[config.mk]
export PLATFORM = sky130hd
export DESIGN_NAME = farm_alu
export DESIGN_NICKNAME = d
export VERILOG_FILES = /design/src/design/flagged_alu_register_machine_top_defines.svh /design/src/design/farm_pkg.sv /design/src/design/farm_alu.sv
export SDC_FILE = /design/constraint.sdc
export NUM_CORES = 1
export LEC_CHECK = 0
export ABC_AREA = 1
export BUFFER_PORTS_ARGS = -buffer_cell sky130_fd_sc_hd__buf_2
export CORE_MARGIN = 4
export CORE_UTILIZATION = 50
export DETAILED_ROUTE_END_ITERATION = 6
export GPL_TIMING_DRIVEN = 0
export PLACE_DENSITY = 0.81
export SYNTH_ARGS = -nofsm -noshare
export SYNTH_HDL_FRONTEND = slang
export SYNTH_SLANG_ARGS = --single-unit
[constraint.sdc]
create_clock -name vclk -period 3
set_input_delay 0 -clock vclk [all_inputs]
set_output_delay 0 -clock vclk [all_outputs]
set_load 0.01 [all_outputs]
[src/design/flagged_alu_register_machine_top_defines.svh]
// Assertion macros shared by the flagged ALU register machine RTL.
// No dependencies; expects i_clk and i_rst_n in the including module.
`ifndef FLAGGED_ALU_REGISTER_MACHINE_TOP_DEFINES_SVH
`define FLAGGED_ALU_REGISTER_MACHINE_TOP_DEFINES_SVH

// same-cycle implication, disabled while reset is asserted
`define FARM_ASSERT_IMPL(lbl, ante, cons, msg) \
    lbl: assert property (@(posedge i_clk) disable iff (!i_rst_n) (ante) |-> (cons)) \
        else $error(msg);

// next-cycle implication, disabled while reset is asserted
`define FARM_ASSERT_NEXT(lbl, ante, cons, msg) \
    lbl: assert property (@(posedge i_clk) disable iff (!i_rst_n) (ante) |=> (cons)) \
        else $error(msg);

`endif

[src/design/farm_pkg.sv]
// Shared types, codes and constants of the flagged ALU register machine.
// No dependencies.
package farm_pkg;

    localparam int unsigned DEF_RAM_DEPTH = 256;
    localparam int unsigned DEF_NUM_REGS  = 8;

    localparam logic [31:0] SEED_MUL   = 32'd2654435761;
    localparam logic [31:0] ADDR_RESET = 32'd12345;

    typedef logic [31:0] t_word;

    typedef enum logic [2:0] {
        OP_ADD   = 3'd0,
        OP_SUB   = 3'd1,
        OP_AND   = 3'd2,
        OP_EOR   = 3'd3,
        OP_LSL   = 3'd4,
        OP_STMEM = 3'd5,
        OP_LOAD  = 3'd6,
        OP_ADDI  = 3'd7
    } t_opcode;

    typedef enum logic {
        CMD_EXEC    = 1'b0,
        CMD_RESTART = 1'b1
    } t_command;

    typedef struct packed {
        logic x;
        logic n;
        logic z;
        logic v;
        logic c;
    } t_flags;

    // register file commit controls
    typedef struct packed {
        logic wr_en;
        logic restart;
    } t_rf_ctl;

    function automatic t_word seed_word(input int unsigned idx);
        return t_word'(idx) * SEED_MUL + 32'd1;
    endfunction

    function automatic t_word seed_sum(input int unsigned count);
        t_word acc;
        acc = '0;
        for (int unsigned i = 0; i < count; i++) begin
            acc = acc + seed_word(i);
        end
        return acc;
    endfunction

endpackage

[src/design/farm_alu.sv]
// Execute unit: result, write enables and X N Z V C flags for one
// instruction. Depends on farm_pkg.
module farm_alu (
    input  farm_pkg::t_opcode i_op,
    input  farm_pkg::t_word   i_x,
    input  farm_pkg::t_word   i_y,
    input  farm_pkg::t_word   i_b,
    input  farm_pkg::t_word   i_m,
    input  farm_pkg::t_flags  i_flags,
    output farm_pkg::t_word   o_res,
    output farm_pkg::t_flags  o_flags,
    output logic              o_wr_reg,
    output logic              o_wr_mem
);
    import farm_pkg::*;

    t_word       opnd;
    logic [32:0] sum33;
    t_word       diff;
    logic [32:0] shl33;
    logic        arith;
    logic        av;
    logic        ac;
    logic        neg;
    logic        zero;

    always_comb begin
        opnd  = (i_op == OP_ADDI) ? i_b : i_y;
        sum33 = {1'b0, i_x} + {1'b0, opnd};
        diff  = i_x - i_y;
        // bit 32 is the last bit shifted out, zero for a zero count
        shl33 = {1'b0, i_x} << i_b[4:0];

        o_res    = '0;
        o_wr_reg = 1'b0;
        o_wr_mem = 1'b0;
        arith    = 1'b0;
        av       = 1'b0;
        ac       = 1'b0;

        unique case (i_op)
            OP_ADD, OP_ADDI: begin
                o_res    = sum33[31:0];
                o_wr_reg = 1'b1;
                arith    = 1'b1;
                av       = ((i_x[31] ^ sum33[31]) & (opnd[31] ^ sum33[31]));
                ac       = sum33[32];
            end
            OP_SUB: begin
                o_res    = diff;
                o_wr_reg = 1'b1;
                arith    = 1'b1;
                av       = ((i_x[31] ^ i_y[31]) & (i_x[31] ^ diff[31]));
                ac       = (i_x < i_y);
            end
            OP_AND: begin
                o_res    = i_x & i_y;
                o_wr_reg = 1'b1;
            end
            OP_EOR: begin
                o_res    = i_x ^ i_y;
                o_wr_reg = 1'b1;
            end
            OP_LSL: begin
                o_res    = shl33[31:0];
                o_wr_reg = 1'b1;
                arith    = 1'b1;
                ac       = shl33[32];
            end
            OP_STMEM: begin
                o_res    = i_y;
                o_wr_mem = 1'b1;
            end
            OP_LOAD: begin
                o_res    = i_m;
                o_wr_reg = 1'b1;
            end
            default: begin
                o_res = '0;
            end
        endcase

        neg  = o_res[31];
        zero = (o_res == '0);

        if (arith) begin
            o_flags = '{x: ac, n: neg, z: zero, v: av, c: ac};
        end else begin
            o_flags = '{x: i_flags.x, n: neg, z: zero, v: 1'b0, c: 1'b0};
        end
    end

endmodule

== Word level (Yosys, flattened, before mapping) ==
Cells that the tools add are included.

* Bitwise operators: 8
* $lt $le $gt $ge: 1
* Shifts and indexed selects: 1
* Reduce and logical (&&, ||, !) cells: 5
* Add/sub/neg operators: 2
* Equality and inequality tests: 7
* Multiplexer cells: 8

{| class="wikitable"
|+ Operators by type and width
! operator !! number
|-
| 32-bit one-hot mux with 7 select lines || 1
|-
| 32-bit by 32-bit adder with 33-bit output || 1
|-
| 32-bit by 5-bit left shift with 33-bit output || 1
|-
| 32-bit AND || 1
|-
| 32-bit logical NOT || 1
|-
| 32-bit < comparator || 1
|-
| 32-bit 2-to-1 mux || 1
|-
| 32-bit subtractor || 1
|-
| 32-bit bitwise XOR || 1
|-
| 3-bit equality test, second input constant || 4
|-
| 7-bit OR reduction || 1
|-
| 3-bit by 2-bit equality test with 1-bit output, second input constant || 2
|-
| 5-bit 2-to-1 mux || 1
|-
| 4-bit OR reduction || 1
|-
| 1-bit bitwise XOR || 4
|-
| 3-bit by 1-bit equality test with 1-bit output, second input constant || 1
|-
| 3-bit logical NOT || 1
|-
| 1-bit 2-to-1 mux || 3
|-
| 1-bit one-hot mux with 3 select lines || 1
|-
| 1-bit AND || 2
|-
| 1-bit one-hot mux with 2 select lines || 1
|-
| 2-bit OR reduction || 1
|}

* Register bits: 0
* Logic and storage cells: 32
* Bits of input ports: 136
* Output and inout port bits: 39

== Longest topological paths before layout ==
* Depth after elaboration: 7
* Depth in mapped cells: 25
* Depth with buffers taken out: 22

== Worst setup path before layout ==
No wires, ideal clock.

* Kind: input port to output port
* Start: in i_op[1]
* End: out o_flags[2] (netlist name)
* Arrival: 2.784 ns
* Path slack: 0.216 ns
* Cell stages on the path: 18
* Buffers on the path: 3
* Path through: nand2_1 nor2_1 clkbuf_1 clkbuf_1 o21ai_0 ha_1 fa_1 nand4_1 nand2_1 or2_2 nand3_1 nand4_1 nor2_1 nand2_1 nor2_1 nand3_1 nor2_1 buf_4

{| class="wikitable"
|+ RTL lines
! element !! RTL line !! text
|-
| from (decl) || farm_alu.sv:4 || <nowiki>input farm_pkg::t_opcode i_op,</nowiki>
|-
| to (decl) || farm_alu.sv:11 || <nowiki>output farm_pkg::t_flags o_flags,</nowiki>
|}

==> results.md <==
* DRT Pass-1 Iters at 7
* Crit-path leading delay family: simple AND/OR/NAND/NOR gates
* Synthesized cell area at roughly 9100 µm²
* Fin. Hold Viols at 0
* Pin count of the biggest net entering global routing at 11
* Max Cap Viol at 0
* # fillers at between 1500 and 2000
* Core Rows at 48
* Core region area at roughly 18000 µm²
* Max IR drop VDD at 0.000135 V
* Seq/Total Area, Yosys at 0%
* Crit end category: output pin
* Via count at 13700
* CP Launch Type: input pin
* Routed Antenna Nets at 0
* Worst Path Arrival at approximately 2900 ps
* Failing checks: DRC
* Total die area at a little over 20000 µm²
* Via density at between 5 and 6
* Layout cells sized above 1 at about a fifth
* CP bufs+invs at 5
* Detailed placer's ending HPWL at around 38000 µm
* Die H at roughly 140 µm
* Max-Slew Margin vs Limit at a little over two fifths
* Fin worst setup slack at roughly 92 ps
* Critical path class: input pin to output pin
* Initial antenna violation count at 1
* Nets at 2345
* Worst path cell trace: buf_8 > inv_4 > nor2_4 > buf_8 > buf_6 > o21ai_0 > ha_1 > a21oi_2 > nand2_1 > a21oi_2 > nor2_1 > nor2_2 > nand3_1 > nand2_1 > nor2_1 > nor2_1 > nand2_1 > nor2_2 > nand3_2 > nor2_2 > buf_6
* Post-layout util at about two thirds
* Hold crit path type: input pin to output pin
* First-pass GRT wire length at approximately 66000 µm
* Period Utilization, post-route at a little over nine tenths
* DR WL/cell at between 15 and 20 µm
* Total grt overflow at 0
* CP max stage delay at ~400 ps
* Top Ports at about 180
* Slowest-stage cell, CP: ha_1
* Iter 0 DRT Violations at about 1600
* Worst Min Path Start: i_flags[4]
* Sequential cell area at 0 µm²
* Critical Path Stages at 21
* Syn Inst Count at ~1900
* Final Max Tran Viols at 0
* Worst slew pin tran at 863 ps
* FF+latch count at 0
* Layout Cells excl Fill at ~2300
* Total number of yosys warnings at 0
* Largest fanout on the critical path at 10
* N_diodes at 0
* P&R area growth vs syn at 25.6%
* Post-synthesis net count at ~2100
* Worst hold path endpoint: o_flags[4]
* Die Width at 143 µm
* Worst Path Required at approximately 3000 ps
* Avg Cell Area, Syn at 4.80 µm²
* DRC at 4
* Final wirelength at approximately 46000 µm
* Initial core utilization at 51.7%
* Placed Cells at 2285
* Multi-input logic area at about 8300 µm²
* Final setup vio count at 0
* Layout clock buffers at 0
* Leak at 6.52 nW
* Vias in the first global route at 12100
* Fin crit period at between 2000 and 3000 ps
* GPL Wtd Cong at between 1 and 1.5
* Buffers on Ports at approximately 170
* Hold_buf cts at 0
* Hold-critical path depth at 3
* Fmax at 344 MHz
* Cell Pwr Density at 215 nW/µm²
* Run status: finished with violations
* Synth unique cells at 44
* GR Util All Layers at 42.0%
* Worst slack, placed at -1420 ps
## how the worst max path moves through the flow
stage                 start         end  slack (ps)
floorplan           i_op[1]  o_flags[2]         220
global placement    i_op[1]  o_flags[2]       -1380
detailed placement  i_op[1]  o_flags[2]       -1420
CTS                 i_op[1]  o_flags[2]           7
global route        i_op[2]  o_flags[2]         -40
finish              i_op[2]  o_flags[2]          90
## tightest hold or removal path, stage by stage
cell and delay (ps):
buf_2 80, a21o_1 90, buf_2 120
## layout by cell type, fill, tap and decap left out, types with 8 or more instances in the layout
| cell | n |
|---|---|
| nand3_4 | 8 |
| nand4_1 | 28 |
| inv_1 | 292 |
| clkbuf_1 | 12 |
| nand2_2 | 45 |
| buf_4 | 55 |
| nand3b_1 | 10 |
| a21oi_2 | 13 |
| ha_1 | 93 |
| o21ai_1 | 16 |
| buf_2 | 182 |
| inv_2 | 10 |
| nor2_4 | 15 |
| nor2_1 | 142 |
| nand3_2 | 23 |
| o211ai_1 | 19 |
| nand3_1 | 240 |
| o21ai_0 | 58 |
| nor2_2 | 22 |
| a21oi_1 | 51 |
| nand2_1 | 662 |
| buf_6 | 11 |
## power breakdown
part,total (W),switching [W],internal [W]
Combinational,0.00245,0.00159,0.000851
Sequential,0,0,0
Clock,0,0,0
## cell usage after synthesis, drive strengths merged
cell     number  area share, %
nand2       714             30
inv         303             13
nand3       271             15
nor2        179            7.6
ha           99             14
o21ai        80            4.4
a21oi        66            3.7
buf          38            2.9
nand4        28            1.9
clkbuf       19           0.79
o211ai       19            1.6
nand3b       10           0.83
or2           9           0.62
a211oi        7           0.58
nor3          6           0.33
o221ai        6           0.58
and2          5           0.34
a21o          4           0.33
o2111ai       4           0.39
o21bai        4           0.33
nor4          3           0.28
o21a          3           0.25
o22ai         3           0.21
a221oi        2           0.26
a31oi         2           0.14
fa            2           0.44
nor3b         2           0.17
and3          1          0.069
clkinv        1          0.041
xnor2         1          0.097
xor2          1          0.097
## kinds of logic after synthesis
group | count (synthesis) | synth area share (%)
compound gates | 200 | 12.7
xor+xnor | 2 | 0.193
fa+ha+maj | 101 | 14.1
buf+inv | 361 | 16.2
simple gates | 1228 | 56.8
## metrics by stage
step	total power [W]	hold slack (ps)	cell area [µm²]	setup TNS [ps]
floorplan	0.00133	129	9070	0
global placement	0.00198	278	10200	-14410
detailed placement	0.00200	283	10200	-15990
CTS	0.00216	283	10800	0
global route	0.00264	307	11400	-42.8
finish	0.00245	283	11400	0
## timing repair
action / 4_1_cts / 5_1_grt
buffers inserted: 28 / 19
resized for setup: 122 / 120
gates cloned: 1 / 1
pin swaps: 52 / 73
setup endpoints to repair: 33 / 4
## metal layers
| metal | vias to the layer above | GRT usage [%] | wire (µm) |
|---|---|---|---|
| li1 | 6469 | - | - |
| met1 | 6090 | 55.1 | 17200 |
| met2 | 927 | 67.1 | 19900 |
| met3 | 190 | 7.54 | 5980 |
| met4 | 2 | 19.1 | 2980 |
| met5 | - | 0 | 15 |
## final cells by class
| cell class | count | area share (%) |
|---|---|---|
| multi-input cells | 1531 | 72.7 |
| repair buffers | 217 | 11.2 |
| inverters | 304 | 10.0 |
| plain buffers | 54 | 3.57 |
| well taps | 225 | 2.47 |
Power figures use the tool's default switching activity.
