## config.mk

```make
export PLATFORM = sky130hd
export DESIGN_NAME = farm_regfile
export DESIGN_NICKNAME = d
export VERILOG_FILES = /design/src/design/flagged_alu_register_machine_top_defines.svh /design/src/design/farm_pkg.sv /design/src/design/farm_regfile.sv
export SDC_FILE = /design/constraint.sdc
export NUM_CORES = 1
export LEC_CHECK = 0
export ABC_AREA = 1
export BUFFER_PORTS_ARGS = -buffer_cell sky130_fd_sc_hd__buf_2
export CAP_MARGIN = 20
export CORE_MARGIN = 2
export CORE_UTILIZATION = 60
export DETAILED_ROUTE_END_ITERATION = 8
export HOLD_SLACK_MARGIN = 0.03
export PLACE_DENSITY_LB_ADDON = 0.08
export SLEW_MARGIN = 5
export SYNTH_ARGS = -nofsm -noshare
export SYNTH_HDL_FRONTEND = slang
export SYNTH_SLANG_ARGS = --single-unit
```

## constraint.sdc

```tcl
create_clock -name i_clk -period 4.36 [get_ports i_clk]
set_clock_uncertainty 0.2 [all_clocks]
set_input_delay 0.654 -clock i_clk [delete_from_list [all_inputs] [get_ports i_clk]]
set_output_delay 0.654 -clock i_clk [all_outputs]
set_load 0.005 [all_outputs]
```

## src/design/flagged_alu_register_machine_top_defines.svh

```systemverilog
// Assertion macros shared by the flagged ALU register machine RTL.
// No dependencies; expects i_clk and i_rst_n in the including module.
`ifndef FLAGGED_ALU_REGISTER_MACHINE_TOP_DEFINES_SVH
`define FLAGGED_ALU_REGISTER_MACHINE_TOP_DEFINES_SVH

// same-cycle implication, disabled while reset is asserted
`define FARM_ASSERT_IMPL(lbl, ante, cons, msg) \
    lbl: assert property (@(posedge i_clk) disable iff (!i_rst_n) (ante) |-> (cons)) \
        else $error(msg);

// next-cycle implication, disabled while reset is asserted
`define FARM_ASSERT_NEXT(lbl, ante, cons, msg) \
    lbl: assert property (@(posedge i_clk) disable iff (!i_rst_n) (ante) |=> (cons)) \
        else $error(msg);

`endif

```

## src/design/farm_pkg.sv

```systemverilog
// Shared types, codes and constants of the flagged ALU register machine.
// No dependencies.
package farm_pkg;

    localparam int unsigned DEF_RAM_DEPTH = 256;
    localparam int unsigned DEF_NUM_REGS  = 8;

    localparam logic [31:0] SEED_MUL   = 32'd2654435761;
    localparam logic [31:0] ADDR_RESET = 32'd12345;

    typedef logic [31:0] t_word;

    typedef enum logic [2:0] {
        OP_ADD   = 3'd0,
        OP_SUB   = 3'd1,
        OP_AND   = 3'd2,
        OP_EOR   = 3'd3,
        OP_LSL   = 3'd4,
        OP_STMEM = 3'd5,
        OP_LOAD  = 3'd6,
        OP_ADDI  = 3'd7
    } t_opcode;

    typedef enum logic {
        CMD_EXEC    = 1'b0,
        CMD_RESTART = 1'b1
    } t_command;

    typedef struct packed {
        logic x;
        logic n;
        logic z;
        logic v;
        logic c;
    } t_flags;

    // register file commit controls
    typedef struct packed {
        logic wr_en;
        logic restart;
    } t_rf_ctl;

    function automatic t_word seed_word(input int unsigned idx);
        return t_word'(idx) * SEED_MUL + 32'd1;
    endfunction

    function automatic t_word seed_sum(input int unsigned count);
        t_word acc;
        acc = '0;
        for (int unsigned i = 0; i < count; i++) begin
            acc = acc + seed_word(i);
        end
        return acc;
    endfunction

endpackage

```

## src/design/farm_regfile.sv

```systemverilog
// Register file: two-read one-write memory, per-entry valid bits that
// restart clears (invalid reads as seed), last-write forwarding. Uses farm_pkg.
module farm_regfile #(
    parameter int unsigned NUM_REGS = farm_pkg::DEF_NUM_REGS
) (
    input  logic                        i_clk,
    input  logic                        i_rst_n,
    input  logic                        i_rd_en,
    input  logic [$clog2(NUM_REGS)-1:0] i_rd_addr_a,
    input  logic [$clog2(NUM_REGS)-1:0] i_rd_addr_b,
    input  logic [$clog2(NUM_REGS)-1:0] i_cur_addr_a,
    input  logic [$clog2(NUM_REGS)-1:0] i_cur_addr_b,
    input  farm_pkg::t_rf_ctl           i_ctl,
    input  logic [$clog2(NUM_REGS)-1:0] i_wr_addr,
    input  farm_pkg::t_word             i_wr_data,
    output farm_pkg::t_word             o_data_a,
    output farm_pkg::t_word             o_data_b
);
    import farm_pkg::*;

    localparam int unsigned RW = $clog2(NUM_REGS);

    typedef t_word t_seed_tab [NUM_REGS];

    function automatic t_seed_tab build_seeds();
        t_seed_tab tab;
        for (int unsigned i = 0; i < NUM_REGS; i++) begin
            tab[i] = seed_word(i);
        end
        return tab;
    endfunction

    localparam t_seed_tab SEEDS = build_seeds();

    t_word         mem [NUM_REGS];
    t_word         r_rd_a;
    t_word         r_rd_b;
    logic [NUM_REGS-1:0] r_valid;
    logic          r_lw_valid;
    logic [RW-1:0] r_lw_addr;
    t_word         r_lw_data;

    always_ff @(posedge i_clk) begin
        if (i_rd_en) begin
            r_rd_a <= mem[i_rd_addr_a];
            r_rd_b <= mem[i_rd_addr_b];
        end
        if (i_ctl.wr_en) begin
            mem[i_wr_addr] <= i_wr_data;
        end
    end

    always_ff @(posedge i_clk) begin
        if (!i_rst_n || i_ctl.restart) begin
            r_valid    <= '0;
            r_lw_valid <= 1'b0;
        end else if (i_ctl.wr_en) begin
            r_valid[i_wr_addr] <= 1'b1;
            r_lw_valid         <= 1'b1;
            r_lw_addr          <= i_wr_addr;
            r_lw_data          <= i_wr_data;
        end
    end

    // newest write wins, then stored word, then seed for untouched entries
    always_comb begin
        priority if (r_lw_valid && r_lw_addr == i_cur_addr_a) begin
            o_data_a = r_lw_data;
        end else if (r_valid[i_cur_addr_a]) begin
            o_data_a = r_rd_a;
        end else begin
            o_data_a = SEEDS[i_cur_addr_a];
        end
    end

    always_comb begin
        priority if (r_lw_valid && r_lw_addr == i_cur_addr_b) begin
            o_data_b = r_lw_data;
        end else if (r_valid[i_cur_addr_b]) begin
            o_data_b = r_rd_b;
        end else begin
            o_data_b = SEEDS[i_cur_addr_b];
        end
    end

endmodule

```

# After elaboration in Yosys (flattened, before gate mapping)
# Memory sizes are Yosys's and may differ from the RTL's. A register that Yosys moved wholly into a read port is not among the register bits.
# Cells that the tools add are included.
[totals]
input_bits = 52
ram_bits = 256
rom_bits = 512
register_bits = 44
elab_cells = 41
n_memories = 3
out_inout_bits = 64
[memory_table]
columns = ["name", "words", "width", "read_ports", "rd_ports_with_merged_regs", "wr", "line_no", "source"]
rows = [
  ["(no name shown)", 8, 32, 1, 0, 0, "farm_regfile.sv:82", "o_data_b = SEEDS[i_cur_addr_b];"],
  ["(no name shown)", 8, 32, 1, 0, 0, "farm_regfile.sv:72", "o_data_a = SEEDS[i_cur_addr_a];"],
  ["mem", 8, 32, 2, 2, 1, "farm_regfile.sv:35", "t_word mem [NUM_REGS];"],
]
[classes]
n_eq_ne = 2
order_cmp = 6
reduce_logical = 6
bitwise = 4
mux = 16
[op_table]
columns = ["operator", "n"]
rows = [
  ["two-way mux 32 bit", 8],
  ["less-than comparator 3 x 4 -> 1 bit, second input constant", 3],
  [">= comparator 4 bit, second input constant", 2],
  ["NOT 3 -> 4 bit", 2],
  ["OR 8 bit", 1],
  ["binary-select mux 1 bit (select 3 bit)", 2],
  ["equality test 3 bit", 2],
  ["two-way mux 1 bit", 5],
  ["demux 1 bit (select 3 bit)", 1],
  [">= comparator 3 x 1 -> 1 bit, second input constant", 1],
  ["logical AND 1 bit", 3],
  ["AND reduction 2 bit", 1],
  ["logical NOT 1 bit", 1],
  ["logical OR 1 bit", 1],
  ["NOT 1 bit", 1],
]

# Depth between registers and ports, before layout
[depth]
word_depth = 6
mapped_depth = 12
ltp_nobuf = 10

# Worst setup path before layout
# Ideal clock, no wire load.
[synth_timing]
kind = "input -> register"
start = "input port i_ctl[0] in the netlist's numbering"
end = "register r_lw_addr[0], enable pin"
n_path_buf = 0
setup_slack_ps = 1368
arrival_ps = 2364
setup_ps = 427
required_time_ps = 3733
path_stages = 3
cell_sequence = "inv_1 nand2_1 nor2_1"
[synth_between]
elab_chain_len = 3
[synth_rtl]
columns = ["element", "line_no", "source"]
rows = [
  ["start, declared", "farm_regfile.sv:13", "input farm_pkg::t_rf_ctl i_ctl,"],
  ["logical OR 1 bit", "farm_regfile.sv:54", "if (!i_rst_n || i_ctl.restart) begin"],
  ["NOT 1 bit (no line)", "-", ""],
  ["AND reduction 2 bit (no line)", "-", ""],
  ["end signal, assigned", "farm_regfile.sv:60", "r_lw_addr <= i_wr_addr;"],
  ["end, declared", "farm_regfile.sv:40", "logic [RW-1:0] r_lw_addr;"],
]
# Every way passes these cells.
# A chain may end at the register's enable or synchronous reset.

# Worst setup path in the final report
[layout_timing]
start = "input port i_cur_addr_b[2]"
end = "output port o_data_b[7]"
[layout_between]
elab_chain_len = 6
word_cells_on_any_way = 10
classes_between = "1 x eq/ne; 6 x mux; 1 x bitwise; 1 x reduce/logical; 1 x memory"
[layout_rtl]
columns = ["element", "line_no", "source"]
rows = [
  ["start, declared", "farm_regfile.sv:12", "input logic [$clog2(NUM_REGS)-1:0] i_cur_addr_b,"],
  ["NOT 3 -> 4 bit (not written as such)", "farm_regfile.sv:82", ""],
  ["memory (8 x 32 bit)", "-", ""],
  ["two-way mux 32 bit (not written as such) (2 in a row)", "farm_regfile.sv:82", ""],
  ["two-way mux 32 bit", "farm_regfile.sv:79", "end else if (r_valid[i_cur_addr_b]) begin"],
  ["two-way mux 32 bit *", "farm_regfile.sv:77", "priority if (r_lw_valid && r_lw_addr == i_cur_addr_b) begin"],
  ["end, declared", "farm_regfile.sv:17", "output farm_pkg::t_word o_data_b"],
]
# Mark *: on every way between the ends. The rest lies on a longest branch, timed or not. The select of a mux whose other input is x is not followed.

==> results.toml <==
[routing]
via_per_inst = 6.068
avgRoutedWirePerCell_um = 21.67
drt_drc_violations_left = 0
first_iter_violations = 1992
final_antenna_net_count = 0
postRouteWirelength_mm = 51.76
count_of_tritonroute_iterations_in_the_first_routing_pass = 6
detailroute.via_count = 14497

[global_route]
wire_length_of_the_first_global_routing_pass_mm = 78.09
grt_start_max_net_pins = 193
grt_antenna_before_repair = 3
grt_remaining_overflow = 0
groute.usage.overall_pct = 33.25
number_of_global_route_vias_before_repair = 13546

[placement]
count_of_buffers_from_port_buffering = 115
place_ws_ps = 1035
place_area_um2 = 18690
detailed_place_hpwl_mm = 29.12
gp_routability_congestion = 0.8707
place_inst = 2321

[timing]
hold_violations = 0
timing.final.ws_setup_ps = 1009
worstMarginPinSlew_ps = 1005
fin_tns_setup_ps = 0
timing.max_slew.rel_slack_pct = 32.87
drv_slew = 0
fin_crit_ps = 3351
unrepaired_setup_endpoints_after_global_routing = "no"
timing.final.setup_violations = 0
clock.fmax_mhz = 298.4
fin_crit_sh_pct = 76.85

[die]
floorplan.die_area_um2 = 31410
top_level_ports = 116
height_of_the_die_um = 177.2
floorplan.initialDensity_pct = 60.90
site_row_count = 63
core-area_um2 = 29560
die_width_um = 177.2

[finish]
seq_area_um2 = 10840
post-route-cell-area_um2 = 19830
final_net_count = 2040
layout.cells.non_filler = 2389
area_growth_pct = 10.18
layout-drive-gt1-share_pct = 12.31
layout.filler_cells = 2396
multiInputGateArea_um2 = 6092

[min_path]
hp-start = "i_wr_addr[0]"
worst_hold_check_path_type = "in2reg"
hold_path_depth = 1
timing.hold.worst_endpoint = "r_lw_addr[0]$_DFFE_PP_"

[cts]
clk_root_buffer_cell = "clkbuf_16"
tritoncts_clock_tree = "done"
cts_htree_levels = 2
numClockSinks = 364
cts-buffers-inserted = 39
clk_pin_slew_ps = 60
clk_latency_ps = 530
cts_resized = 0
post-cts-setup-buffer-count = 0
cts.hold.buffers_added = 0
max-clock-path-buffers = 3

[synth]
postSynthAreaPerCell_um2 = 9.386
synth-seq-cells = 364
synthDistinctLibCells = 31
syn-instance-count = 1918
ys.warnings.count = 0
synth_fp_nets = 1986
post_synthesis_cell_area_um2 = 18000
synth_seq_area_share_pct = 60.22

[critical_path]
criticalPathCategory = "in2out"
worst_ep_required_time_ps = 3510
cp_top_family = "buffers and inverters"
worstRegToRegCells = 6
timing.critical_path.arrival_ps = 2500
worst_r2r_endpoint = "r_rd_a[1]$_DFFE_PP_"
worst_path_largest_cell_delay_ps = 640
setup.reg_to_reg.worst_slack_ps = 3000
timing.critical_path.slowest_stage_cell = "inv_2"
startpoint_type = "input pin"
end_kind = "output pin"
rr_startpoint = "mem[5][1]$_DFFE_PP_"
worst_path_most_repeated_cell = "nand2_1"
worstPathMaxFanout = 31
cp_num_buf_inv = 4
critical_path_cell_sequence = "buf_2 -> inv_1 -> o21ai_0 -> nor2_1 -> nand2_1 -> inv_2 -> nand2_1 -> nand2_1 -> buf_2"

[power_and_ir_drop]
total_power_uw = 8045
power-per-cell-area_nw_per_um2 = 405.6
power_leakage_uw = 0.007875
irDropWorstVdd_v = 0.0003598

[job]
maxCapViolations = 0

[run_status]
status = "finished, final reports clean"
-- final cells by class --
class	count	area share, %
Clock buffer	49	5.110
Sequential cell	364	54.66
Inverter	120	2.347
Clock inverter	18	0.6624
Timing Repair Buffer	137	4.037
Multi-Input combinational cell	1310	30.72
Tap cell	390	2.460
Antenna cell	1	0.01262
-- cell usage in the layout (no fill, tap or decap), types with 5 or more instances in the layout --
cell         n
ha_1        16
clkinv_1    10
o21ai_1    120
inv_1      105
nand2_1    485
dfxtp_1      9
nand3_2      7
nand2_2     20
nand3b_1     8
clkinv_2     5
a21oi_1    135
nand3_1     50
inv_2       10
clkbuf_1    10
o21ai_0    279
clkbuf_16   39
nor2_1     164
nor2_4       9
edfxtp_1   355
buf_4       22
buf_2      111
-- power by group --
part,switching (uW),leakage (uW),total [uW],internal [uW]
sequential,58.3,0.00336,4070,4010
combinational,658,0.00396,935,277
clock,1290,0.000560,3040,1760
total,2000,0.00787,8040,6040
-- synthesized netlist by cell type, drive strengths merged --
library cell / number / area share [%]
a21boi: 2 / 0.083
a21oi: 135 / 3.8
buf: 76 / 2.7
clkbuf: 48 / 1.0
dfxtp: 9 / 1.0
edfxtp: 355 / 59
ha: 16 / 1.1
inv: 120 / 2.6
nand2: 509 / 11
nand3: 60 / 2.1
nand3b: 8 / 0.33
nor2: 176 / 3.7
o21ai: 399 / 11
o21bai: 2 / 0.083
or2: 2 / 0.070
xor2: 1 / 0.049
-- stage by stage --
stage | hold WS (ps) | utilization [%]
after global routing | 146.7 | 67.10
after global placement | 252.9 | 63.22
after detailed placement | 264.9 | 63.22
after CTS | 133.1 | 67.09
final | 146.5 | 67.10
after floorplan | 240.3 | -
-- flip-flops by register name, summed over array words and instances (netlist names) --
signal,count
mem,256
r_lw_addr,3
r_lw_data,32
r_lw_valid,1
r_rd_a,32
r_rd_b,32
r_valid,8
-- cell families after synthesis --
group                    count (synthesis)  share of synthesized area [%]
XOR/XNOR                                 1                        0.04866
buffers and inverters                  244                          6.318
adder cells (fa/ha/maj)                 16                          1.112
AND/OR/NAND/NOR                        755                          17.29
AO/OA/AOI/OAI                          538                          15.01
flip-flops                             364                          60.22
-- worst max path at each step --
stage	cells after the start	endpoint	start
2_1_floorplan	3	r_lw_addr[0]$_DFFE_PP_	i_ctl[0]
3_5_place_dp	9	o_data_b[27]	i_cur_addr_b[2]
6_report	9	o_data_b[7]	i_cur_addr_b[2]
5_1_grt	9	o_data_b[31]	i_cur_addr_b[2]
3_3_place_gp	9	o_data_b[0]	i_cur_addr_b[2]
4_1_cts	9	o_data_b[27]	i_cur_addr_b[2]
-- layer usage --
metal / routed length, um / vias to the layer above / GRT usage (%)
li1: - / 6643 / -
met1: 20360 / 6837 / 47.00
met2: 24040 / 880 / 52.71
met3: 5605 / 133 / 4.253
met4: 1726 / 4 / 13.12
met5: 24 / - / 0
Note: power is estimated with default switching activity, not from simulation.
