## src/design/flagged_alu_register_machine_top_defines.svh

```systemverilog
// Assertion macros shared by the flagged ALU register machine RTL.
// No dependencies; expects i_clk and i_rst_n in the including module.
`ifndef FLAGGED_ALU_REGISTER_MACHINE_TOP_DEFINES_SVH
`define FLAGGED_ALU_REGISTER_MACHINE_TOP_DEFINES_SVH

// same-cycle implication, disabled while reset is asserted
`define FARM_ASSERT_IMPL(lbl, ante, cons, msg) \
    lbl: assert property (@(posedge i_clk) disable iff (!i_rst_n) (ante) |-> (cons)) \
        else $error(msg);

// next-cycle implication, disabled while reset is asserted
`define FARM_ASSERT_NEXT(lbl, ante, cons, msg) \
    lbl: assert property (@(posedge i_clk) disable iff (!i_rst_n) (ante) |=> (cons)) \
        else $error(msg);

`endif

```

## src/design/farm_pkg.sv

```systemverilog
// Shared types, codes and constants of the flagged ALU register machine.
// No dependencies.
package farm_pkg;

    localparam int unsigned DEF_RAM_DEPTH = 256;
    localparam int unsigned DEF_NUM_REGS  = 8;

    localparam logic [31:0] SEED_MUL   = 32'd2654435761;
    localparam logic [31:0] ADDR_RESET = 32'd12345;

    typedef logic [31:0] t_word;

    typedef enum logic [2:0] {
        OP_ADD   = 3'd0,
        OP_SUB   = 3'd1,
        OP_AND   = 3'd2,
        OP_EOR   = 3'd3,
        OP_LSL   = 3'd4,
        OP_STMEM = 3'd5,
        OP_LOAD  = 3'd6,
        OP_ADDI  = 3'd7
    } t_opcode;

    typedef enum logic {
        CMD_EXEC    = 1'b0,
        CMD_RESTART = 1'b1
    } t_command;

    typedef struct packed {
        logic x;
        logic n;
        logic z;
        logic v;
        logic c;
    } t_flags;

    // register file commit controls
    typedef struct packed {
        logic wr_en;
        logic restart;
    } t_rf_ctl;

    function automatic t_word seed_word(input int unsigned idx);
        return t_word'(idx) * SEED_MUL + 32'd1;
    endfunction

    function automatic t_word seed_sum(input int unsigned count);
        t_word acc;
        acc = '0;
        for (int unsigned i = 0; i < count; i++) begin
            acc = acc + seed_word(i);
        end
        return acc;
    endfunction

endpackage

```

## src/design/farm_if.sv

```systemverilog


interface farm_cfg_if;
    logic                   valid;
    logic                   ready;
    logic [31:0]            data;

    modport source (output valid, data, input ready);
    modport sink   (input valid, data, output ready);
endinterface

```

## src/design/farm_addr_unit.sv

```systemverilog
// Address register and its multi-cycle reduction to a RAM word index.
// Depends on farm_pkg and farm_cfg_if.
module farm_addr_unit #(
    parameter int unsigned RAM_DEPTH = farm_pkg::DEF_RAM_DEPTH
) (
    input  logic                         i_clk,
    input  logic                         i_rst_n,
    farm_cfg_if.sink                     i_cfg,
    output farm_pkg::t_word              o_addr_word,
    output logic [$clog2(RAM_DEPTH)-1:0] o_addr_idx,
    output logic                         o_busy
);
    import farm_pkg::*;

    localparam int unsigned AW = $clog2(RAM_DEPTH);
    localparam int unsigned CW = AW + 5;
    localparam logic [CW-1:0] DEPTH_C = CW'(RAM_DEPTH);
    localparam logic [AW-1:0] RESET_IDX = AW'(ADDR_RESET % RAM_DEPTH);
    localparam logic [3:0] LAST_STEP = 4'd8;

    typedef logic [AW-1:0] t_wt_tab [32];

    // weight of each address bit modulo the RAM depth
    function automatic t_wt_tab build_weights();
        t_wt_tab     wt;
        int unsigned acc;
        acc = 1 % RAM_DEPTH;
        for (int i = 0; i < 32; i++) begin
            wt[i] = AW'(acc);
            acc   = (acc * 2) % RAM_DEPTH;
        end
        return wt;
    endfunction

    localparam t_wt_tab WT = build_weights();

    t_word         r_addr_word;
    t_word         r_shift;
    logic [CW-1:0] r_acc;
    logic [AW-1:0] r_addr_idx;
    logic [3:0]    r_step;
    logic          r_busy;
    logic [CW-1:0] chunk_sum;
    logic [CW-1:0] sub_val;
    logic [CW-1:0] n_acc;

    assign i_cfg.ready = 1'b1;

    // steps 0-3: add the weights of one address byte each, sum stays below 32 * depth
    // steps 4-8: compare and subtract 16, 8, 4, 2 and 1 times the depth
    always_comb begin
        chunk_sum = '0;
        for (int j = 0; j < 8; j++) begin
            if (r_shift[j]) begin
                chunk_sum = chunk_sum + CW'(WT[{r_step[1:0], 3'(j)}]);
            end
        end
        sub_val = DEPTH_C << (LAST_STEP - r_step);
        if (r_step < 4'd4) begin
            n_acc = r_acc + chunk_sum;
        end else if (r_acc >= sub_val) begin
            n_acc = r_acc - sub_val;
        end else begin
            n_acc = r_acc;
        end
    end

    always_ff @(posedge i_clk) begin
        if (!i_rst_n) begin
            r_addr_word <= ADDR_RESET;
            r_addr_idx  <= RESET_IDX;
            r_busy      <= 1'b0;
            r_step      <= '0;
        end else if (i_cfg.valid) begin
            r_addr_word <= i_cfg.data;
            r_shift     <= i_cfg.data;
            r_acc       <= '0;
            r_step      <= '0;
            r_busy      <= 1'b1;
        end else if (r_busy) begin
            r_shift <= {8'd0, r_shift[31:8]};
            r_acc   <= n_acc;
            r_step  <= r_step + 4'd1;
            if (r_step == LAST_STEP) begin
                r_busy     <= 1'b0;
                r_addr_idx <= AW'(n_acc);
            end
        end
    end

    assign o_addr_word = r_addr_word;
    assign o_addr_idx  = r_addr_idx;
    assign o_busy      = r_busy;

endmodule

```

## src/flat_wrapper.sv

```systemverilog
// flat-port wrapper written by rule: the top's interface ports become plain ports
module farm_addr_unit_flat import farm_pkg::*;
#(
    parameter int unsigned RAM_DEPTH = farm_pkg::DEF_RAM_DEPTH
)
  (i_clk, i_rst_n, o_addr_word, o_addr_idx, o_busy, i_cfg_valid, i_cfg_data, i_cfg_ready);
  farm_cfg_if i_cfg_i ();
  input  logic i_clk;
  input  logic i_rst_n;
  output farm_pkg::t_word o_addr_word;
  output logic [$clog2(RAM_DEPTH)-1:0] o_addr_idx;
  output logic o_busy;
  input wire logic [$bits(i_cfg_i.valid)-1:0] i_cfg_valid;
  input wire logic [$bits(i_cfg_i.data)-1:0] i_cfg_data;
  output wire logic [$bits(i_cfg_i.ready)-1:0] i_cfg_ready;
  assign i_cfg_i.valid = i_cfg_valid;
  assign i_cfg_i.data = i_cfg_data;
  assign i_cfg_ready = i_cfg_i.ready;
  farm_addr_unit #(.RAM_DEPTH(RAM_DEPTH)) u_core (.i_clk(i_clk), .i_rst_n(i_rst_n), .i_cfg(i_cfg_i), .o_addr_word(o_addr_word), .o_addr_idx(o_addr_idx), .o_busy(o_busy));
endmodule
```

## config.mk

```make
export PLATFORM = sky130hd
export DESIGN_NAME = farm_addr_unit_flat
export DESIGN_NICKNAME = d
export VERILOG_FILES = /design/src/design/flagged_alu_register_machine_top_defines.svh /design/src/design/farm_pkg.sv /design/src/design/farm_if.sv /design/src/design/farm_addr_unit.sv /design/src/flat_wrapper.sv
export SDC_FILE = /design/constraint.sdc
export NUM_CORES = 1
export LEC_CHECK = 0
export BUFFER_PORTS_ARGS = -buffer_cell sky130_fd_sc_hd__buf_2
export CORE_MARGIN = 5
export CORE_UTILIZATION = 55
export DETAILED_ROUTE_END_ITERATION = 6
export PLACE_DENSITY_LB_ADDON = 0.12
export SETUP_SLACK_MARGIN = 0.05
export SLEW_MARGIN = 30
export SYNTH_ARGS = -nofsm -noshare
export SYNTH_HDL_FRONTEND = slang
export SYNTH_SLANG_ARGS = --single-unit
```

## constraint.sdc

```tcl
create_clock -name i_clk -period 4.3 [get_ports i_clk]
set_input_delay 0.86 -clock i_clk [delete_from_list [all_inputs] [get_ports i_clk]]
set_output_delay 0.86 -clock i_clk [all_outputs]
set_load 0.01 [all_outputs]
```

* After elaboration in Yosys (flattened, before gate mapping)
Memory sizes are Yosys's and may differ from the RTL's.
Index checks and enable logic that the tools add are counted.
** Storage, ports and cells
- Register bits :: 90
- ROM bits :: 2048
- Bits of input ports :: 35
- Output and inout bits :: 42
- Memories kept :: 8
** Cells by class
- Add/subtract/negate cells :: 11
- $lt $le $gt $ge :: 10
- Equal/unequal tests :: 1
- Shifts and indexed selects :: 1
- Mux-type cells :: 32
- Bitwise gates (word level) :: 10
- Reduce and logical (&&, ||, !) cells :: 6
** Memory list
- (name not given) :: depth 32, bits a word 8, read ports 1, clocked after memory_dff 0, write ports 0, line farm_addr_unit.sv:55 : chunk_sum = chunk_sum + CW'(WT[{r_step[1:0], 3'(j)}]);
- (name not given) :: depth 32, bits a word 8, read ports 1, clocked after memory_dff 0, write ports 0, line farm_addr_unit.sv:55
- (name not given) :: depth 32, bits a word 8, read ports 1, clocked after memory_dff 0, write ports 0, line farm_addr_unit.sv:55
- (name not given) :: depth 32, bits a word 8, read ports 1, clocked after memory_dff 0, write ports 0, line farm_addr_unit.sv:55
- (name not given) :: depth 32, bits a word 8, read ports 1, clocked after memory_dff 0, write ports 0, line farm_addr_unit.sv:55
- (name not given) :: depth 32, bits a word 8, read ports 1, clocked after memory_dff 0, write ports 0, line farm_addr_unit.sv:55
- +2 memories
** Operator list (number)
- $mux 8 :: 17
- $mux 13 :: 10
- $add 13x8->13 :: 6
- $mux 32 :: 2
- $ge 6x6->1 const B :: 8
- $not 5->6 :: 8
- $add 13x13->13 :: 1
- $ge 13x13->1 :: 1
- $shl 9x4->13 const A :: 1
- $sub 13x13->13 :: 1
- $add 8x8->9 :: 1
- $reduce_and 3->1 :: 2
- $add 4x1->4 const B :: 1
- $eq 4x4->1 const B :: 1
- $lt 4x3->1 const B :: 1
- $sub 4x4->4 const A :: 1
- $mux 1 :: 3
- $reduce_bool 3->1 :: 1
- $not 1->1 :: 2
- $reduce_and 2->1 :: 1
- $reduce_bool 2->1 :: 1
- $reduce_or 2->1 :: 1

* Logic depth before layout (Yosys ltp)
Gate-level depths: netlist (run 1).
- Depth after elaboration :: 22
- Depth in mapped cells :: 10
- Gate-level depth less buffers :: 10

* Worst setup path before layout (run 1)
Ideal clock, no wire load.
- Path type :: input-to-reg
- From :: in i_cfg_valid
- To :: reg u_core.r_acc[0] (enable)
- Arrival :: 2.151 ns
- Setup slack :: 1.754 ns
- Cell stages on the path :: 4
- Buffers on the path :: 2
- Cells stage by stage :: buf_1 > buf_8 > o21ai_0 > inv_1
** Between the ends
- Cells in the longest elaborated chain, start to end :: 2
** RTL lines
- start: declaration :: line flat_wrapper.sv:13 : input wire logic [$bits(i_cfg_i.valid)-1:0] i_cfg_valid;
- $reduce_bool 2->1 (no line)
- $reduce_and 2->1 (no line)
- end signal: assignment :: line farm_addr_unit.sv:82 : r_acc <= n_acc;
- end: declaration :: line farm_addr_unit.sv:39 : logic [CW-1:0] r_acc;
Every way passes these cells.
A chain may end at the register's enable or synchronous reset.

* Final worst setup path (run 1)
- From :: reg u_core.r_step[0]
- To :: reg u_core.r_acc[6], data pin
** Between the ends
- Cells in the longest elaborated chain, start to end :: 22
** RTL lines
- start: declaration :: line farm_addr_unit.sv:41 : logic [3:0] r_step;
- start signal: assignment :: line farm_addr_unit.sv:83 : r_step <= r_step + 4'd1;
- $not 5->6 (implied by the code) :: line farm_addr_unit.sv:55
- $mem_v2 32x8
- $mux 8 (implied by the code) (2 in series) :: line farm_addr_unit.sv:55
- $mux 8 :: line farm_addr_unit.sv:54 : if (r_shift[j]) begin
- $add 8x8->9 :: line farm_addr_unit.sv:55
- $mux 13 :: line farm_addr_unit.sv:54
- $add 13x8->13 :: line farm_addr_unit.sv:55
- $mux 13 :: line farm_addr_unit.sv:54
- (+5 left out)
- $mux 13 :: line farm_addr_unit.sv:54
- $add 13x8->13 :: line farm_addr_unit.sv:55
- $mux 13 :: line farm_addr_unit.sv:54
- $add 13x8->13 :: line farm_addr_unit.sv:55
- $mux 13 :: line farm_addr_unit.sv:54
- $add 13x13->13 :: line farm_addr_unit.sv:60 : n_acc = r_acc + chunk_sum;
- $mux 13 * :: line farm_addr_unit.sv:59 : if (r_step < 4'd4) begin
- $mux 13 * :: line farm_addr_unit.sv:80 : end else if (r_busy) begin
Mark *: on every way between the ends. The rest lies on a longest branch, timed or not. The select of a mux whose other input is x is not followed.

==> results.sh, run 1 <==
export IMPL_start_util_pct=57.4
export IMPL_cts_buffers=9
export IMPL_min_delay_start="u_core.o_addr_idx[7]"
export IMPL_post_cts_repair_setup_buffers=0
export IMPL_vias_per_cell=5.07
export IMPL_wl_per_cell_um=13.5
export IMPL_synth_top_area_share_pct=32.6
export IMPL_critPathArrivalTime_ns=2.65
export IMPL_clkTransAtPathRegs_ns=0.08
export IMPL_clock_latency_ns=0.35
export IMPL_netlist_area_sq_um=3690
export IMPL_leakage_nw=1.89
export IMPL_ys_types=41
export IMPL_num_antenna_cells=0
export IMPL_cts_repair_resized=0
export IMPL_synth_ff_type="dfxtp_1"
export IMPL_grt_remaining_overflow=0
export IMPL_crit_path_cell_trace="inv_1 > ha_1 > and2_1 > ha_1 > fa_1 > a211oi_1 > o21ai_0 > xor2_1 > mux2i_1 > nor2_1"
export IMPL_design_area_sq_um=4260
export IMPL_drive_above_1_share_pct=23.2
export IMPL_drc=0
export IMPL_holdPathStages=2
export IMPL_yosysMostFrequentCell="dfxtp_1"
export IMPL_track_usage_pct=17.0
export IMPL_fmax_mhz=388
export IMPL_num_rows=29
export IMPL_clk_path_buf_depth=2
export IMPL_peakVddDrop_v=0.000220
export IMPL_maxCapViolCount=0
export IMPL_reg2reg_slack_ns=1.72
export IMPL_drtPass1Iterations=4
export IMPL_fp_coreArea_sq_um=6420
export IMPL_die_width_um=91.9
export IMPL_io_buffers=75
export IMPL_multi_input_area_sq_um=1380
export IMPL_critPathTopFamily="adder cells"
export IMPL_r2r_cells=10
export IMPL_synthTopCellsByCount="45 x dfxtp_1, 41 x nand2_1, 40 x edfxtp_1, 29 x o21ai_0, 28 x inv_1"
export IMPL_finalPower_mw=1.68
export IMPL_syn_avg_cell_area_sq_um=10.4
export IMPL_syn_inst=353
export IMPL_timing_rr_end="u_core.r_acc[6]"
export IMPL_flow_area_growth_from_synthesis_pct=15.6
export IMPL_fill_cells=533
export IMPL_synthesis_nets=399
export IMPL_cp_end_kind="flop"
export IMPL_register_area_sq_um=2100
export IMPL_ys_async_sr_fraction_pct=0
export IMPL_hold_viol=0
export IMPL_worstPathMaxFanout=10
export IMPL_die_y_um=91.9
export IMPL_relSlewSlack_pct=46.0
export IMPL_tightestPinTransition_ns=0.811
export IMPL_drt_iter0_drc=82
export IMPL_synth_area_leader_cell="edfxtp_1"
export IMPL_tns_ns=0
export IMPL_rsz0062_at_grt="false"
export IMPL_die_area_sq_um=8440
export IMPL_drv_slew=0
export IMPL_criticalPathCategory="reg2reg"
export IMPL_crit_required_ns=4.37
export IMPL_nets=468
export IMPL_synth_enable_flop_cells=40
export IMPL_min_period_ns=2.58
export IMPL_io_pin_count=77
export IMPL_postRouteAntennaNets=0
export IMPL_cts_root_buf="clkbuf_8"
export IMPL_yosysSeqAreaShare_pct=57.0
export IMPL_holdCritPathClass="reg2reg"
export IMPL_finalSetupViolCount=0
export IMPL_fin_crit_sh_pct=59.9
export IMPL_timing_clock_skew_ns=0.00972
export IMPL_grt_max_degree=100
export IMPL_cp_start_kind="flop"
export IMPL_crit_buf_inv=1
export IMPL_pre_cts_slack_ns=1.69
export IMPL_drt_total_wl_mm=6.83
export IMPL_cts_sinks=85
export IMPL_yosys_warnings=0
export IMPL_setup_ws_ns=1.72
export IMPL_synth_seq_cells=85
export IMPL_ctsHoldBuffers=0
export IMPL_status="completed"
export IMPL_cpMostUsedCell="ha_1"
export IMPL_synth_area_leaders="edfxtp_1 33%, dfxtp_1 24%, nand2b_1 4.2%, nand2_1 4.2%, o21ai_0 3.9%"
export IMPL_grt_pass1_vias=2576
export IMPL_max_stage_delay_ns=0.43
export IMPL_grt_pass1_wl_mm=11.6
export IMPL_htree_levels=3
export IMPL_hpwlAfterDp_mm=4.66
export IMPL_place_area_sq_um=4070
export IMPL_pwr_density_cell_nw_per_um2=393
export IMPL_num_vias=2556
export IMPL_cts_tree="done"
export IMPL_place_congestion=0.829
export IMPL_reg2reg_from="u_core.r_step[0]"
export IMPL_holdPathEnd="u_core.o_addr_idx[7]"
export IMPL_cpMaxStageDelayCell="fa_1"
export IMPL_antenna_found_initial=1
area by class of cell:
type	instances	area share (%)
tap	77	2.26
timing repair buffer	77	9.15
clock inverter	6	1.03
clock buffer	10	3.49
inverter	28	2.46
multi-input combinational	221	32.3
sequential	85	49.3
power breakdown:
| group | internal (mW) | switching, mW | leakage [nW] |
|---|---|---|---|
| Sequential | 0.901 | 0.0203 | 0.758 |
| Clock | 0.248 | 0.290 | 0.0982 |
| Combinational | 0.0963 | 0.119 | 1.04 |
placed cells by master, fill, tap and decap left out, types with 4 or more instances in the layout:
master | netlist | final
o21a_1 | 8 | 8
a21boi_0 | 19 | 19
mux2i_1 | 4 | 4
nand3_1 | 8 | 8
o211ai_1 | 4 | 4
xnor2_1 | 5 | 5
nand2b_1 | 25 | 25
nor2b_1 | 8 | 8
inv_1 | 28 | 28
nor2_1 | 12 | 12
a21oi_1 | 10 | 10
and2_1 | 17 | 17
edfxtp_1 | 40 | 40
o21ai_0 | 29 | 29
nand2_1 | 41 | 41
ha_1 | 10 | 10
dfxtp_1 | 45 | 45
buf_2 | 1 | 75
clkbuf_8 | 0 | 9
registers in the layout (all words and copies together) (netlist names):
| name | count |
|---|---|
| u_core.o_addr_idx | 8 |
| u_core.o_addr_word | 32 |
| u_core.o_busy | 1 |
| u_core.r_acc | 8 |
| u_core.r_shift | 32 |
| u_core.r_step | 4 |
how the worst max path moves through the flow:
stage,start,to,cells after the start
2_1_floorplan,i_cfg_valid,u_core.r_acc[0],4
3_3_place_gp,i_rst_n,u_core.r_shift[26],4
3_5_place_dp,i_rst_n,u_core.r_shift[18],4
4_1_cts,u_core.r_step[0],u_core.r_acc[6],10
5_1_grt,u_core.r_step[0],u_core.r_acc[6],10
6_report,u_core.r_step[0],u_core.r_acc[6],10
worst min-delay path: cells and delay by family, from the launching register on:
family | cells | cell delay, ns
flip-flops | 1 | 0.32
AO/OA/AOI/OAI | 1 | 0.06
AND/OR/NAND/NOR | 1 | 0.04
routing by layer:
metal / up-vias / track usage (%) / wire length (um) / part of all wire (%)
met4: 2 / 7.43 / 135 / 2.0
met2: 58 / 29.3 / 3310 / 49
met5: - / 0 / 7 / 0.10
met1: 1162 / 20.4 / 3020 / 44
li1: 1320 / - / - / -
met3: 14 / 3.76 / 349 / 5.1
stage by stage:
step | hold slack, ns | instances | utilization, %
final | 0.467 | 504 | 66.4
after detailed placement | 0.464 | 488 | 63.4
after floorplan | 0.488 | 353 | -
after global routing | 0.496 | 504 | 66.4
after global placement | 0.457 | 488 | 63.4
after CTS | 0.476 | 504 | 66.4
cell families after synthesis:
logic type | synth area share, %
AOI/OAI and AO/OA | 14.0
other | 0.102
buffers and inverters | 5.63
adders and majority gates | 3.94
muxes | 1.09
xor gates and xnor gates | 1.66
and+or+nand+nor | 16.5
DFF | 57.0
(Power assumes the default switching activity.)
==> inputs of run 2 (changes only) <==
- ABC_AREA: unset -> 1
- CORE_UTILIZATION: 55 -> 49
- clock period: 4.3 -> 2.35 ns (I/O delays scaled with it)
==> run 2 against run 1 <==
  * Clock skew decreased by 0.00092 ns
  * Register-to-register slack worse by 1.5 ns
  * Largest power group unchanged
  * Critical endpoint unchanged
  * Non-clock buffer count is 5 higher
==> results.sh, run 2 <==
export IMPL_whs_ns=0.360
export IMPL_fp_coreArea_sq_um=7250
export IMPL_setup_ws_ns=0.258
export IMPL_die_y_um=96.3
export IMPL_synth_area_leaders="edfxtp_1 33%, dfxtp_1 25%, nand2_1 16%, a21oi_1 4.9%, inv_1 4.1%"
export IMPL_crit_start="u_core.r_step[1]"
export IMPL_worstPathMaxFanout=5
export IMPL_timing_clock_skew_ns=0.00881
export IMPL_register_area_sq_um=2100
export IMPL_critPathArrivalTime_ns=2.18
export IMPL_multi_input_area_sq_um=1290
export IMPL_die_area_sq_um=9270
export IMPL_yosysSeqAreaShare_pct=57.6
export IMPL_ys_async_sr_fraction_pct=0
export IMPL_num_vias=2822
export IMPL_synth_top_area_share_pct=32.9
export IMPL_postRouteAntennaNets=0
export IMPL_min_period_ns=2.09
export IMPL_swShare_pct=23.1
export IMPL_place_congestion=0.865
export IMPL_yosysMostFrequentCell="nand2_1"
export IMPL_criticalPathCategory="reg2reg"
export IMPL_post_place_cells=575
export IMPL_holdCritPathClass="in2reg"
export IMPL_cts_root_buf="clkbuf_8"
export IMPL_cpMaxStageDelayCell="fa_2"
export IMPL_grt_pass1_vias=2805
export IMPL_num_rows=31
export IMPL_synth_enable_flop_cells=40
export IMPL_finalSetupViolCount=0
export IMPL_synth_seq_cells=85
export IMPL_p_comb_share_pct=12.1
export IMPL_drive_above_1_share_pct=23.6
export IMPL_drtPass1Iterations=4
export IMPL_nets=533
export IMPL_leakage_nw=2.12
export IMPL_synth_area_leader_cell="edfxtp_1"
export IMPL_synth_ff_type="dfxtp_1"
export IMPL_syn_inst=415
export IMPL_max_stage_delay_ns=0.36
export IMPL_vias_per_cell=4.77
export IMPL_die_width_um=96.3
export IMPL_holdPathEnd="u_core.o_addr_word[12]"
export IMPL_crit_required_ns=2.44
export IMPL_clk_path_buf_depth=2
export IMPL_cpMostUsedCell="nand3_1"
export IMPL_final_common_cell="nand2_1"
export IMPL_crit_path_cell_trace="inv_1 > ha_2 > nand2_1 > inv_1 > ha_1 > fa_2 > nand2_2 > nand3_1 > nand4_1 > nand3_1 > nand3_1 > a21oi_2"
export IMPL_peakVddDrop_v=0.000419
export IMPL_stdcell_count=591
export IMPL_timing_rr_end="u_core.r_acc[6]"
export IMPL_io_buffers=75
export IMPL_maxCapViolCount=0
export IMPL_fmax_mhz=478
export IMPL_io_pin_count=77
export IMPL_htree_levels=3
export IMPL_reg2reg_slack_ns=0.26
export IMPL_yosys_warnings=0
export IMPL_drv_slew=0
export IMPL_p_switching_mw=0.791
export IMPL_drt_total_wl_mm=7.32
export IMPL_grt_max_degree=38
export IMPL_drt_iter0_drc=135
export IMPL_synthesis_nets=461
export IMPL_final_cell_mix="156 x nand2_1, 75 x buf_2, 44 x dfxtp_1"
export IMPL_fin_util_pct=60.4
export IMPL_antenna_found_initial=0
export IMPL_netlist_area_sq_um=3650
export IMPL_synthTopCellsByCount="157 x nand2_1, 45 x dfxtp_1, 40 x edfxtp_1, 40 x inv_1, 36 x a21oi_1"
export IMPL_flow_area_growth_from_synthesis_pct=20.1
export IMPL_start_util_pct=50.3
export IMPL_num_antenna_cells=0
export IMPL_cts_tree="done"
export IMPL_grt_remaining_overflow=0
export IMPL_clock_latency_ns=0.34
export IMPL_cp_start_kind="flop"
export IMPL_rsz0062_at_grt="false"
export IMPL_drc=0
export IMPL_cts_sinks=85
export IMPL_cts_buffers=9
export IMPL_fin_crit_sh_pct=89.0
export IMPL_hpwlAfterDp_mm=5.20
export IMPL_tns_ns=0
export IMPL_design_area_sq_um=4380
export IMPL_pwr_density_cell_nw_per_um2=780
export IMPL_min_delay_start="i_cfg_data[12]"
export IMPL_cp_end_kind="flop"
export IMPL_pre_cts_slack_ns=0.178
export IMPL_clkTransAtPathRegs_ns=0.08
export IMPL_post_cts_repair_setup_buffers=0
export IMPL_fill_cells=676
export IMPL_ys_types=34
export IMPL_finalPower_mw=3.42
export IMPL_track_usage_pct=17.0
export IMPL_p_int_mw=2.63
export IMPL_wl_per_cell_um=12.4
export IMPL_r2r_cells=12
export IMPL_syn_avg_cell_area_sq_um=8.79
export IMPL_reg2reg_from="u_core.r_step[1]"
export IMPL_place_area_sq_um=4110
export IMPL_grt_pass1_wl_mm=12.2
export IMPL_power_share_sequential_pct=49.3
export IMPL_hold_viol=0
export IMPL_clkPwrFrac_pct=38.5
export IMPL_holdPathStages=3
export IMPL_status="completed"
-- run 2: cell types whose count changed in the layout (fill, tap and decap cells not counted), moves of 7 or more --
cell / previous run / this run
a21boi_0: 19 / 0
a21oi_1: 10 / 34
and2_1: 17 / 0
inv_1: 28 / 39
nand2_1: 41 / 156
nand2b_1: 25 / 0
nand3_1: 8 / 22
nor2b_1: 8 / 0
o21a_1: 8 / 1
o21ai_0: 29 / 2
-- run 2: timing repair --
item | in CTS | in global routing
gates resized for setup | 0 | 5
hold buffers | 0 | 0
setup endpoints to repair | 0 | 8
-- run 2: worst max-delay path by stage --
stage	endpoint	slack, ns
4_1_cts	u_core.r_acc[6]	0.17
3_3_place_gp	u_core.r_acc[6]	0.25
6_report	u_core.r_acc[6]	0.26
3_5_place_dp	u_core.r_acc[6]	0.18
5_1_grt	u_core.r_acc[6]	0.06
2_1_floorplan	u_core.r_acc[6]	0.27
-- run 2: worst max-delay path, delay by kind of cell, from the launching register on --
kind | cells | cell delay, ns
buf+inv | 2 | 0.13
compound gates | 1 | 0.06
fa+ha+maj | 3 | 0.77
simple gates | 6 | 0.52
flops | 1 | 0.35
-- run 2: per-layer routing --
layer | share of wire [%] | wire length (um) | track usage [%]
met2 | 48 | 3530 | 27.8
met1 | 45 | 3280 | 21.4
met5 | 0 | 0 | 0
met4 | 1.2 | 88 | 6.54
met3 | 5.9 | 431 | 4.85
-- run 2: power by group through the flow --
stage / Combinational [mW] / Clock (mW) / Sequential (mW)
after floorplan: 0.272 / 0 / 1.73
after global placement: 0.406 / 0 / 1.72
after detailed placement: 0.414 / 0 / 1.72
after CTS: 0.416 / 1.35 / 1.69
after global routing: 0.484 / 1.42 / 1.69
final: 0.415 / 1.32 / 1.69
-- run 2: logic make-up (layout without fill, tap and decap cells) --
kind of cell / after synthesis / in the layout / synth area share [%]
mux: 1 / 1 / 0.274
buf+inv: 65 / 142 / 7.75
fa+ha+maj: 11 / 11 / 3.98
other cells: 1 / 1 / 0.103
simple gates: 205 / 205 / 23.0
xor+xnor: 2 / 2 / 0.480
compound gates: 45 / 45 / 6.79
flops: 85 / 85 / 57.6
-- run 2: area by class of cell --
cell class              instances  area share, %
repair buffers                 82           10.1
inverters                      44           3.77
multi-input cells             265           29.4
clock inverters                 6           3.06
clock buffers                  10           2.91
well taps                      99           2.83
flip-flops and latches         85           48.0
==> inputs of run 3 (changes only) <==
- ABC_AREA: 1 -> unset
==> run 3 against run 2 <==
  * Via count is 8.1% lower
  * Non-clock buffer count is 2 higher
  * Clock skew is 0.0029 ns higher
  * Routed wire length is 2.7% lower
  * Sequential cell count stayed put
  * Design area is 0.49% higher
  * Core utilization hardly changed
  * Critical path depth is 2 lower
  * Largest cell class unchanged
==> results.sh, run 3 (same netlist as run 1, synthesis figures left out) <==
export IMPL_clkTransAtPathRegs_ns=0.09
export IMPL_clock_latency_ns=0.35
export IMPL_final_cell_mix="75 x buf_2, 44 x dfxtp_1, 41 x nand2_1"
export IMPL_power_share_sequential_pct=54.3
export IMPL_rsz0062_at_grt="true"
export IMPL_timing_clock_skew_ns=0.0117
export IMPL_die_width_um=96.7
export IMPL_p_comb_share_pct=13.9
export IMPL_io_buffers=75
export IMPL_drt_total_wl_mm=7.12
export IMPL_wl_per_cell_um=13.4
export IMPL_cp_end_kind="flop"
export IMPL_min_period_ns=2.21
export IMPL_fill_cells=664
export IMPL_grt_pass1_vias=2682
export IMPL_io_pin_count=77
export IMPL_cp_depth=10
export IMPL_ctsHoldBuffers=0
export IMPL_crit_start="u_core.r_step[0]"
export IMPL_antenna_found_initial=0
export IMPL_timing_rr_end="u_core.r_acc[6]"
export IMPL_criticalPathCategory="reg2reg"
export IMPL_hold_viol=0
export IMPL_num_antenna_cells=0
export IMPL_max_stage_delay_ns=0.37
export IMPL_num_vias=2593
export IMPL_die_y_um=96.7
export IMPL_dr_wl_met3_um=302
export IMPL_drc=0
export IMPL_critPathTopFamily="adder cells"
export IMPL_holdPathStages=3
export IMPL_die_area_sq_um=9360
export IMPL_p_int_mw=2.33
export IMPL_grt_remaining_overflow=0
export IMPL_cts_root_buf="clkbuf_8"
export IMPL_holdCritPathClass="in2reg"
export IMPL_postRouteAntennaNets=0
export IMPL_finalPower_mw=3.11
export IMPL_start_util_pct=50.6
export IMPL_vias_per_cell=4.86
export IMPL_nets=475
export IMPL_dr_wl_met2_mm=3.51
export IMPL_cpMaxStageDelayCell="fa_2"
export IMPL_clkPwrFrac_pct=31.8
export IMPL_fp_coreArea_sq_um=7290
export IMPL_place_congestion=0.892
export IMPL_reg2reg_from="u_core.r_step[0]"
export IMPL_drv_slew=0
export IMPL_maxUsedRoutingLayer="met4"
export IMPL_swShare_pct=25.2
export IMPL_cts_sinks=85
export IMPL_cp_start_kind="flop"
export IMPL_drt_iter0_drc=83
export IMPL_final_common_cell="buf_2"
export IMPL_cts_tree="done"
export IMPL_pwr_density_cell_nw_per_um2=706
export IMPL_hpwlAfterDp_mm=4.90
export IMPL_crit_required_ns=2.44
export IMPL_worstPathMaxFanout=7
export IMPL_maxCapViolCount=0
export IMPL_peakVddDrop_v=0.000407
export IMPL_crit_buf_inv=1
export IMPL_fin_crit_sh_pct=94.1
export IMPL_p_switching_mw=0.782
export IMPL_drive_above_1_share_pct=26.0
export IMPL_fmax_mhz=452
export IMPL_finalSetupViolCount=0
export IMPL_wl_met1_mm=3.15
export IMPL_num_rows=31
export IMPL_min_delay_start="i_cfg_data[13]"
export IMPL_reg2reg_slack_ns=0.14
export IMPL_track_usage_pct=15.5
export IMPL_r2r_cells=10
export IMPL_design_area_sq_um=4400
export IMPL_grt_max_degree=100
export IMPL_grt_pass1_wl_mm=12.0
export IMPL_cts_buffers=9
export IMPL_leakage_nw=1.92
export IMPL_flow_area_growth_from_synthesis_pct=19.4
export IMPL_crit_path_cell_trace="inv_1 > ha_4 > and2_1 > ha_2 > fa_2 > a211oi_1 > o21ai_1 > xor2_1 > mux2i_1 > nor2_1"
export IMPL_place_area_sq_um=4180
export IMPL_status="completed"
export IMPL_htree_levels=3
export IMPL_clk_path_buf_depth=2
export IMPL_critPathArrivalTime_ns=2.30
export IMPL_drtPass1Iterations=4
export IMPL_holdPathEnd="u_core.o_addr_word[13]"
[run 3: cell count changes in the layout (fill, tap and decap cells not counted), sizes merged, moves of 8 or more]
cell and delta:
nand2 -117, a21oi -26, nand2b +25, o21ai +25
a21boi +19, and2 +18, inv -17, nand3 -15
nor2b +8
[run 3: how the worst max path moves through the flow]
stage                            to
floorplan           u_core.r_acc[7]
global placement    u_core.r_acc[6]
detailed placement  u_core.r_acc[4]
CTS                 u_core.r_acc[4]
global route        u_core.r_acc[4]
finish              u_core.r_acc[6]
[run 3: cell type report]
type	count	area, sq um	share of cell area [%]
clock inverter	3	20.0	0.455
tap	99	124	2.81
sequential	85	2100	47.8
inverter	28	105	2.39
clock buffer	13	170	3.87
timing repair buffer	84	455	10.3
multi-input combinational	221	1420	32.3
[run 3: repair_timing]
item,in CTS,in global routing
pin swaps,0,4
setup buffers,0,0
setup endpoints to repair,3,6
gates resized for setup,1,8
[run 3: power by group through the flow]
stage | sequential [mW] | combinational [mW] | clock (mW)
2_1_floorplan | 1.73 | 0.277 | 0
3_3_place_gp | 1.72 | 0.415 | 0
3_5_place_dp | 1.72 | 0.426 | 0
4_1_cts | 1.69 | 0.429 | 1.01
5_1_grt | 1.70 | 0.490 | 1.08
6_report | 1.69 | 0.432 | 0.989
[run 3: worst min-delay path: stages]
cell and delay, ns:
buf_2 0.08, nand2_1 0.06, nand3_1 0.07
[run 3: metal layers]
layer,vias up,GRT usage [%]
met5,-,0
met4,0,7.56
met3,12,3.96
met2,49,26.5
met1,1194,18.2
li1,1338,-
[run 3: stage by stage]
step	setup TNS (ns)	std cells	util, %	hold slack (ns)	setup WS (ns)
floorplan	0	353	-	0.488	0.0645
CTS	0	533	60.0	0.338	0.0552
detailed placement	-0.00386	517	57.3	0.461	-0.00386
finish	0	533	60.4	0.349	0.139
global route	0	533	60.4	0.366	0.0189
global placement	0	517	57.3	0.451	0.0579
